`config.mk`:
```
export PLATFORM = sky130hd
export DESIGN_NAME = expiry_ordered_timer_table_flat
export DESIGN_NICKNAME = d
export VERILOG_FILES = /design/src/design/eott_pkg.sv /design/src/design/eott_if.sv /design/src/design/expiry_ordered_timer_table.sv /design/src/flat_wrapper.sv
export SDC_FILE = /design/constraint.sdc
export NUM_CORES = 2
export LEC_CHECK = 0
export BUFFER_PORTS_ARGS = -buffer_cell sky130_fd_sc_hd__buf_2
export CORE_MARGIN = 2
export CORE_UTILIZATION = 57
export CTS_CLUSTER_DIAMETER = 80
export DETAILED_ROUTE_END_ITERATION = 7
export PLACE_DENSITY = 0.75
export SETUP_SLACK_MARGIN = 0.3
export SKIP_CTS_REPAIR_TIMING = 1
export SLEW_MARGIN = 10
export SYNTH_ARGS = -nofsm -noshare
export SYNTH_HDL_FRONTEND = slang
export SYNTH_SLANG_ARGS = --single-unit
```
`constraint.sdc`:
```
create_clock -name clk -period 7.8 [get_ports clk]
set_input_delay 1.95 -clock clk [delete_from_list [all_inputs] [get_ports clk]]
set_output_delay 1.95 -clock clk [all_outputs]
set_load 0.01 [all_outputs]
```
`src/design/eott_pkg.sv`:
```
// Shared types and constants for the expiry-ordered timer table.
package eott_pkg;

	// Table geometry and time range.
	localparam int SLOTS       = 16;
	localparam int TIME_BITS   = 32;
	localparam int MAX_RESULTS = 16;
	localparam int SEQ_BITS    = 32;

	// Derived widths.
	localparam int SLOT_W = (SLOTS > 1) ? $clog2(SLOTS) : 1;
	localparam int CNT_W  = $clog2(MAX_RESULTS + 1);
	localparam int SUM_W  = ((TIME_BITS > 32) ? TIME_BITS : 32) + 1;

	typedef logic [TIME_BITS-1:0] time_t;
	typedef logic [SLOT_W-1:0]    slot_idx_t;
	typedef logic [SEQ_BITS-1:0]  seq_t;
	typedef logic [CNT_W-1:0]     cnt_t;

	// Operation codes of a request.
	typedef enum logic [1:0] {
		OP_ARM     = 2'd0,
		OP_DISARM  = 2'd1,
		OP_PROCESS = 2'd2
	} op_t;

	// One result item waiting for the response register.
	typedef struct packed {
		logic       fired;
		logic [3:0] expired_slot;
		logic       last;
	} result_t;

endpackage

```
`src/design/eott_if.sv`:
```
// Valid/ready channel interfaces for timer requests and timer results.
interface eott_req_if;
	logic        valid;
	logic        ready;
	logic [1:0]  operation;
	logic [3:0]  slot;
	logic [31:0] delay_ms;
	logic [31:0] now;

	modport source (output valid, output operation, output slot, output delay_ms,
		output now, input ready);
	modport sink (input valid, input operation, input slot, input delay_ms,
		input now, output ready);
endinterface

interface eott_rsp_if;
	logic       valid;
	logic       ready;
	logic       fired;
	logic [3:0] expired_slot;
	logic       last;

	modport source (output valid, output fired, output expired_slot, output last,
		input ready);
	modport sink (input valid, input fired, input expired_slot, input last,
		output ready);
endinterface

```
`src/design/expiry_ordered_timer_table.sv`:
```
// Expiry-ordered timer table: arm, disarm and process one-shot timers per slot.
// Arm, disarm and unknown operations: the result loads when the output register is free.
// Process: a full scan and a resolve step per fired timer, a closing scan unless the result
// limit is hit, and an emit step per result that waits while the output register is held.
// Nothing due: one scan and resolve step, then the result; no request is taken meanwhile.
// Reset disarms every slot and clears the arm counter; expiry times and stamps stay undefined.
module expiry_ordered_timer_table
	import eott_pkg::*;
(
	input  logic         clk,
	input  logic         arst_n,
	eott_req_if.sink     req,
	eott_rsp_if.source   rsp
);

	// Sequencer states.
	typedef enum logic [3:0] {
		ST_IDLE    = 4'b0001,
		ST_SCAN    = 4'b0010,
		ST_RESOLVE = 4'b0100,
		ST_EMIT    = 4'b1000
	} state_t;

	// Where the sequencer goes once a pending result has moved out.
	typedef enum logic [1:0] {
		AFT_IDLE  = 2'd0,
		AFT_SCAN  = 2'd1,
		AFT_FINAL = 2'd2
	} after_t;

	state_t     state_q;
	after_t     after_q;
	logic [SLOTS-1:0] armed_q;
	time_t      expiry_q [SLOTS];
	seq_t       order_q  [SLOTS];
	seq_t       arm_cnt_q;

	time_t      now_q;
	slot_idx_t  idx_q;
	logic       best_v_q;
	slot_idx_t  best_q;
	time_t      best_exp_q;
	seq_t       best_age_q;
	logic       have_prev_q;
	slot_idx_t  prev_q;
	cnt_t       fired_cnt_q;
	result_t    pend_q;

	logic       out_v_q;
	result_t    out_q;

	logic       req_xfer;
	logic       out_free;
	logic       slot_ok;
	slot_idx_t  req_idx;
	time_t      req_now;
	logic [SUM_W-1:0] arm_sum;
	time_t      arm_exp;
	time_t      scan_exp;
	seq_t       scan_age;
	logic       scan_due;
	logic       scan_better;
	logic       last_idx;
	cnt_t       cnt_next;

	assign req.ready = (state_q == ST_IDLE);
	assign req_xfer  = req.valid && req.ready;
	assign out_free  = !out_v_q || rsp.ready;

	assign rsp.valid        = out_v_q;
	assign rsp.fired        = out_q.fired;
	assign rsp.expired_slot = out_q.expired_slot;
	assign rsp.last         = out_q.last;

	// Request decode and saturating expiry for arm.
	assign slot_ok = (32'(req.slot) < 32'(SLOTS));
	assign req_idx = SLOT_W'(req.slot);
	assign req_now = TIME_BITS'(req.now);
	assign arm_sum = SUM_W'(req_now) + SUM_W'(req.delay_ms);
	assign arm_exp = (arm_sum > SUM_W'({TIME_BITS{1'b1}})) ? {TIME_BITS{1'b1}}
		: TIME_BITS'(arm_sum);

	// Shared compare unit: one slot per scan cycle against the best so far.
	// Older arms have a larger age and win ties on equal expiry.
	assign scan_exp    = expiry_q[idx_q];
	assign scan_age    = arm_cnt_q - order_q[idx_q];
	assign scan_due    = armed_q[idx_q] && (scan_exp <= now_q);
	assign scan_better = !best_v_q || (scan_exp < best_exp_q)
		|| ((scan_exp == best_exp_q) && (scan_age > best_age_q));
	assign last_idx    = (idx_q == SLOT_W'(SLOTS - 1));
	assign cnt_next    = fired_cnt_q + cnt_t'(1);

	// Expiry and arm-stamp storage, written on an arm transfer.
	always_ff @(posedge clk) begin
		if (req_xfer && (op_t'(req.operation) == OP_ARM) && slot_ok) begin
			expiry_q[req_idx] <= arm_exp;
			order_q[req_idx]  <= arm_cnt_q;
		end
	end

	// Sequencer, slot flags and result register.
	always_ff @(posedge clk or negedge arst_n) begin
		if (!arst_n) begin
			state_q     <= ST_IDLE;
			after_q     <= AFT_IDLE;
			armed_q     <= '0;
			arm_cnt_q   <= '0;
			out_v_q     <= 1'b0;
			out_q       <= '0;
			pend_q      <= '0;
			now_q       <= '0;
			best_v_q    <= 1'b0;
			best_q      <= '0;
			best_exp_q  <= '0;
			best_age_q  <= '0;
			have_prev_q <= 1'b0;
			prev_q      <= '0;
			fired_cnt_q <= '0;
			idx_q       <= '0;
		end else begin
			// The sequencer loads the next result, or the sink takes the waiting one.
			if ((state_q == ST_EMIT) && out_free) begin
				out_v_q <= 1'b1;
			end else if (out_v_q && rsp.ready) begin
				out_v_q <= 1'b0;
			end

			unique case (state_q)
				ST_IDLE: begin
					if (req_xfer) begin
						pend_q  <= '{fired: 1'b0, expired_slot: 4'd0, last: 1'b1};
						after_q <= AFT_IDLE;
						state_q <= (op_t'(req.operation) == OP_PROCESS) ? ST_SCAN : ST_EMIT;
						unique case (op_t'(req.operation))
							OP_ARM: begin
								if (slot_ok) begin
									armed_q[req_idx] <= 1'b1;
									arm_cnt_q        <= arm_cnt_q + seq_t'(1);
								end
							end
							OP_DISARM: begin
								if (slot_ok) begin
									armed_q[req_idx] <= 1'b0;
								end
							end
							OP_PROCESS: begin
								now_q       <= req_now;
								idx_q       <= '0;
								best_v_q    <= 1'b0;
								have_prev_q <= 1'b0;
								fired_cnt_q <= '0;
							end
							default: begin
							end
						endcase
					end
				end

				ST_SCAN: begin
					if (scan_due && scan_better) begin
						best_v_q   <= 1'b1;
						best_q     <= idx_q;
						best_exp_q <= scan_exp;
						best_age_q <= scan_age;
					end
					if (last_idx) begin
						state_q <= ST_RESOLVE;
					end else begin
						idx_q <= idx_q + slot_idx_t'(1);
					end
				end

				ST_RESOLVE: begin
					if (best_v_q) begin
						// Fire the earliest due slot; unless the result limit is reached, hold it back until the
						// next scan shows whether it is the final result.
						armed_q[best_q] <= 1'b0;
						fired_cnt_q     <= cnt_next;
						prev_q          <= best_q;
						have_prev_q     <= 1'b1;
						if (have_prev_q) begin
							pend_q  <= '{fired: 1'b1, expired_slot: 4'(prev_q), last: 1'b0};
							after_q <= (cnt_next == cnt_t'(MAX_RESULTS)) ? AFT_FINAL
								: AFT_SCAN;
							state_q <= ST_EMIT;
						end else if (cnt_next == cnt_t'(MAX_RESULTS)) begin
							pend_q  <= '{fired: 1'b1, expired_slot: 4'(best_q), last: 1'b1};
							after_q <= AFT_IDLE;
							state_q <= ST_EMIT;
						end else begin
							idx_q    <= '0;
							best_v_q <= 1'b0;
							state_q  <= ST_SCAN;
						end
					end else begin
						pend_q  <= '{fired: have_prev_q,
							expired_slot: have_prev_q ? 4'(prev_q) : 4'd0, last: 1'b1};
						after_q <= AFT_IDLE;
						state_q <= ST_EMIT;
					end
				end

				ST_EMIT: begin
					if (out_free) begin
						out_q <= pend_q;
						unique case (after_q)
							AFT_SCAN: begin
								idx_q    <= '0;
								best_v_q <= 1'b0;
								state_q  <= ST_SCAN;
							end
							AFT_FINAL: begin
								pend_q  <= '{fired: 1'b1, expired_slot: 4'(prev_q), last: 1'b1};
								after_q <= AFT_IDLE;
							end
							default: begin
								state_q <= ST_IDLE;
							end
						endcase
					end
				end

				default: begin
					state_q <= ST_IDLE;
				end
			endcase
		end
	end

endmodule
```
`src/flat_wrapper.sv`:
```
// flat-port wrapper written by rule: the top's interface ports become plain ports
module expiry_ordered_timer_table_flat import eott_pkg::*;
  (clk, arst_n, req_valid, req_operation, req_slot, req_delay_ms, req_now, req_ready, rsp_valid, rsp_fired, rsp_expired_slot, rsp_last, rsp_ready);
  eott_req_if req_i ();
  eott_rsp_if rsp_i ();
  input  logic clk;
  input  logic arst_n;
  input wire logic [$bits(req_i.valid)-1:0] req_valid;
  input wire logic [$bits(req_i.operation)-1:0] req_operation;
  input wire logic [$bits(req_i.slot)-1:0] req_slot;
  input wire logic [$bits(req_i.delay_ms)-1:0] req_delay_ms;
  input wire logic [$bits(req_i.now)-1:0] req_now;
  output wire logic [$bits(req_i.ready)-1:0] req_ready;
  output wire logic [$bits(rsp_i.valid)-1:0] rsp_valid;
  output wire logic [$bits(rsp_i.fired)-1:0] rsp_fired;
  output wire logic [$bits(rsp_i.expired_slot)-1:0] rsp_expired_slot;
  output wire logic [$bits(rsp_i.last)-1:0] rsp_last;
  input wire logic [$bits(rsp_i.ready)-1:0] rsp_ready;
  assign req_i.valid = req_valid;
  assign req_i.operation = req_operation;
  assign req_i.slot = req_slot;
  assign req_i.delay_ms = req_delay_ms;
  assign req_i.now = req_now;
  assign req_ready = req_i.ready;
  assign rsp_valid = rsp_i.valid;
  assign rsp_fired = rsp_i.fired;
  assign rsp_expired_slot = rsp_i.expired_slot;
  assign rsp_last = rsp_i.last;
  assign rsp_i.ready = rsp_ready;
  expiry_ordered_timer_table u_core (.clk(clk), .arst_n(arst_n), .req(req_i), .rsp(rsp_i));
endmodule
```
==> run_results.csv <==
group,metric,value,unit
logic_synthesis,synth-main-ff-cell,"edfxtp_1",
finish,final-instance-count-excl-fill,4338,
timing,post-route-worst-setup-slack,0.6551,ns
placement,dpl.hpwl,67.57,mm
worst_setup_path,critPathMostFrequentCell,"o21ai_0",
placement,gp_congestion,0.8430,
worst_setup_path,criticalPathCategory,"register to register",
finish,fillerInstances,5914,
logic_synthesis,netlist_area,51890,sq um
logic_synthesis,synth_top_area_share,59.25,%
worst_setup_path,start_kind,"register",
cts,numCtsBuffers,116,
job,cap_viol_max_count,0,
outcome,status,"finished, final reports clean",
worst_setup_path,crit_path_end_kind,"register",
floorplan,core,90150,sq um
cts,cts_tree,"done",
routing,vias,27819,
cts,clk_latency,0.69,ns
finish,fin_util,64.21,%
logic_synthesis,synth.distinct_cells,76,
timing,fmax,140.0,MHz
logic_synthesis,async_reset_ff_share,15.09,%
logic_synthesis,ys_warn_count,0,
finish,multiInputGateArea,15730,sq um
logic_synthesis,synth_common_cells,"edfxtp_1 (1024), mux4_2 (325), dfrtp_1 (181), ha_1 (162), inv_1 (153)",
logic_synthesis,synth_area_leader_cell,"edfxtp_1",
finish,antennaDiodeCount,0,
global_routing,grt-ovfl-total,0,
timing,tns,0,ns
worst_setup_path,worstPathCellList,"buf_8 > mux4_2 > mux4_2 > inv_1 > ha_1 > a21oi_1 > o21ai_0 > a2111oi_4 > o21ai_0 > and3_1 > o21a_1 > nor2_1 > xnor2_1 > ha_1 > nand2_1 > or3_1 > a211o_1 > o211a_1 > o21ai_0 > a31oi_1 > or3_1 > a311o_2 > buf_4 > mux2_4",
logic_synthesis,ys_seq_elements,1206,
timing,final-setup-viol-count,0,
worst_setup_path,cp_slowest_cell,"dfrtp_4",
finish,drive_gt1_share,24.70,%
timing,rsz0062_at_grt,"no",
placement,pre_cts_slack,0.01116,ns
timing,worst_hold_slack,0.4789,ns
floorplan,chipHeight,305.7,microns
cts,clk_pin_slew_worst_paths,0.06,ns
floorplan,rows,110,
global_routing,grt_util_all_layers,25.60,%
global_routing,grt_pass1_vias,28407,
worst_setup_path,rr_worst_depth,24,
worst_hold_path,hp-class,"register to register",
timing,fin_crit_sh,91.60,%
floorplan,die_w,305.7,microns
placement,numPortBuffers,81,
timing,worst_slew_pin_slew,1.099,ns
power_and_ir_drop,powerDensity,289.1,nW/um^2
finish,area.sequential,35320,sq um
routing,finalWirelength,117.9,mm
logic_synthesis,syn_nets,3152,
finish,nNetsFinal,3299,
worst_hold_path,min_path_cells,2,
cts,cts.sinks,1206,
cts,clock_path_buffers,3,
routing,via_per_inst,6.413,
timing,clock_skew,0.03360,ns
logic_synthesis,avgSynthCellArea,17.81,sq um
timing,layout_min_cycle_time,7.145,ns
worst_setup_path,worst_path_largest_cell_delay,0.54,ns
cts,htreeDepth,3,
routing,drc,0,
global_routing,antenna_found_initial,0,
routing,drt-initial-drc-count,3448,
worst_setup_path,worstPathRequired,8.37,ns
worst_setup_path,path_max_fanout,36,
floorplan,dieArea,93470,sq um
logic_synthesis,synth_most_common_cell,"edfxtp_1",
power_and_ir_drop,leakage,20.89,nW
floorplan,pin_count,82,
logic_synthesis,netlist_top_cells_area,"edfxtp_1 (59%), mux4_2 (14%), dfrtp_1 (8.7%), ha_1 (3.9%), mux2_2 (1.8%)",
finish,area_growth,11.54,%
cts,root_buffer,"clkbuf_16",
power_and_ir_drop,vdd.ir_drop.worst,0.0002124,V
logic_synthesis,syn_inst,2914,
routing,first_pass_iters,5,
routing,drtAntennaViolNets,0,
logic_synthesis,synth_enable_flop_cells,1024,
global_routing,grt_pass1_wl,177.9,mm
timing,maxSlewHeadroom,26.55,%
global_routing,grt_start_max_net_pins,104,
timing,hold_viol,0,
logic_synthesis,synth_seq_area_share,68.03,%
floorplan,start_util,57.57,%
routing,wl_per_cell,27.18,microns
placement,dp.cells,4118,
worst_setup_path,critPathArrivalTime,7.72,ns
timing,maxSlewViolCount,0,
[through the flow]
stage | power (mW) | cell area (sq um)
3_5_place_dp | 11.37 | 54090
6_report | 16.73 | 57880
2_1_floorplan | 10.42 | 51900
5_1_grt | 17.49 | 57880
4_1_cts | 16.81 | 57800
3_3_place_gp | 11.19 | 54090
[report_power, final]
| group | total, mW | switching (mW) | internal (mW) |
|---|---|---|---|
| Clock | 5.45 | 2.40 | 3.05 |
| Combinational | 3.63 | 1.92 | 1.72 |
| Sequential | 7.65 | 0.229 | 7.42 |
| Total | 16.7 | 4.55 | 12.2 |
[final timing paths]
path / from / to / slack (ns)
max reg2reg: u_core.idx_q[0]$_DFFE_PN0P_ / u_core.best_exp_q[5]$_DFFE_PN0P_ / 0.66
max in group asynchronous: arst_n / u_core.now_q[14]$_DFFE_PN0P_ / 5.23
min in group asynchronous: arst_n / u_core.arm_cnt_q[10]$_DFFE_PN0P_ / 1.42
max: u_core.idx_q[0]$_DFFE_PN0P_ / u_core.best_exp_q[5]$_DFFE_PN0P_ / 0.66
min: u_core.prev_q[1]$_DFFE_PN0P_ / u_core.prev_q[1]$_DFFE_PN0P_ / 0.48
min reg2reg: u_core.prev_q[1]$_DFFE_PN0P_ / u_core.prev_q[1]$_DFFE_PN0P_ / 0.48
[layout by cell type, fill, tap and decap left out, drive strengths merged, types with 16 or more instances in the layout]
master,Yosys,routed
a211oi,20,20
o21ai,103,103
dfrtp,181,181
mux4,325,325
nand3,46,46
nor2,101,101
nand2,137,137
ha,162,162
and3,16,16
nand4,24,24
clkbuf,66,151
mux2,103,103
xnor2,50,50
clkinv,0,50
a21oi,90,90
edfxtp,1024,1024
xor2,29,29
inv,153,158
nand2b,20,20
buf,47,141
a21o,20,20
[registers in the layout, summed over array words and instances (netlist names), 2 cells and up, named ones only]
register and cells:
u_core.rsp.expired_slot 4, u_core.best_q 4, u_core.fired_cnt_q 5, u_core.expiry_q 512, u_core.best_age_q 32, u_core.pend_q 6
u_core.after_q 2, u_core.arm_cnt_q 32, u_core.order_q 512, u_core.best_exp_q 32, u_core.idx_q 4, u_core.state_q 4
u_core.now_q 32, u_core.prev_q 4
[layout make-up]
type	count	share of cell area [%]
clock buffer	150	5.341
clock inverter	69	1.066
sequential	1206	61.01
timing repair buffer	142	1.868
multi-input combinational	1442	27.18
inverter	153	0.9965
tap	1176	2.542
[kinds of logic (layout without fill, tap and decap cells)]
logic type | after synthesis | count (layout) | share of synthesized area [%]
AND/OR/NAND/NOR | 419 | 419 | 3.901
adder cells (fa/ha/maj) | 164 | 164 | 3.983
flip-flops | 1206 | 1206 | 68.03
multiplexers | 434 | 434 | 16.59
AO/OA/AOI/OAI | 346 | 346 | 4.159
XOR/XNOR | 79 | 79 | 1.333
buffers and inverters | 266 | 514 | 1.999
[critical path: cells and delay by family (launching register included)]
kind	cells	cell delay [ns]
multiplexers	3	1.40
XOR/XNOR	1	0.10
AND/OR/NAND/NOR	5	1.29
flip-flops	1	0.54
buffers and inverters	3	0.68
adder cells (fa/ha/maj)	2	0.60
AO/OA/AOI/OAI	10	2.36
[routing by layer]
layer	track usage (%)	vias up	wire, microns
li1	-	11922	-
met1	36.67	14550	48570
met2	41.98	1163	58880
met3	3.667	184	8044
met4	6.667	0	2430
met5	0	-	0
Power figures use the tool's default switching activity.
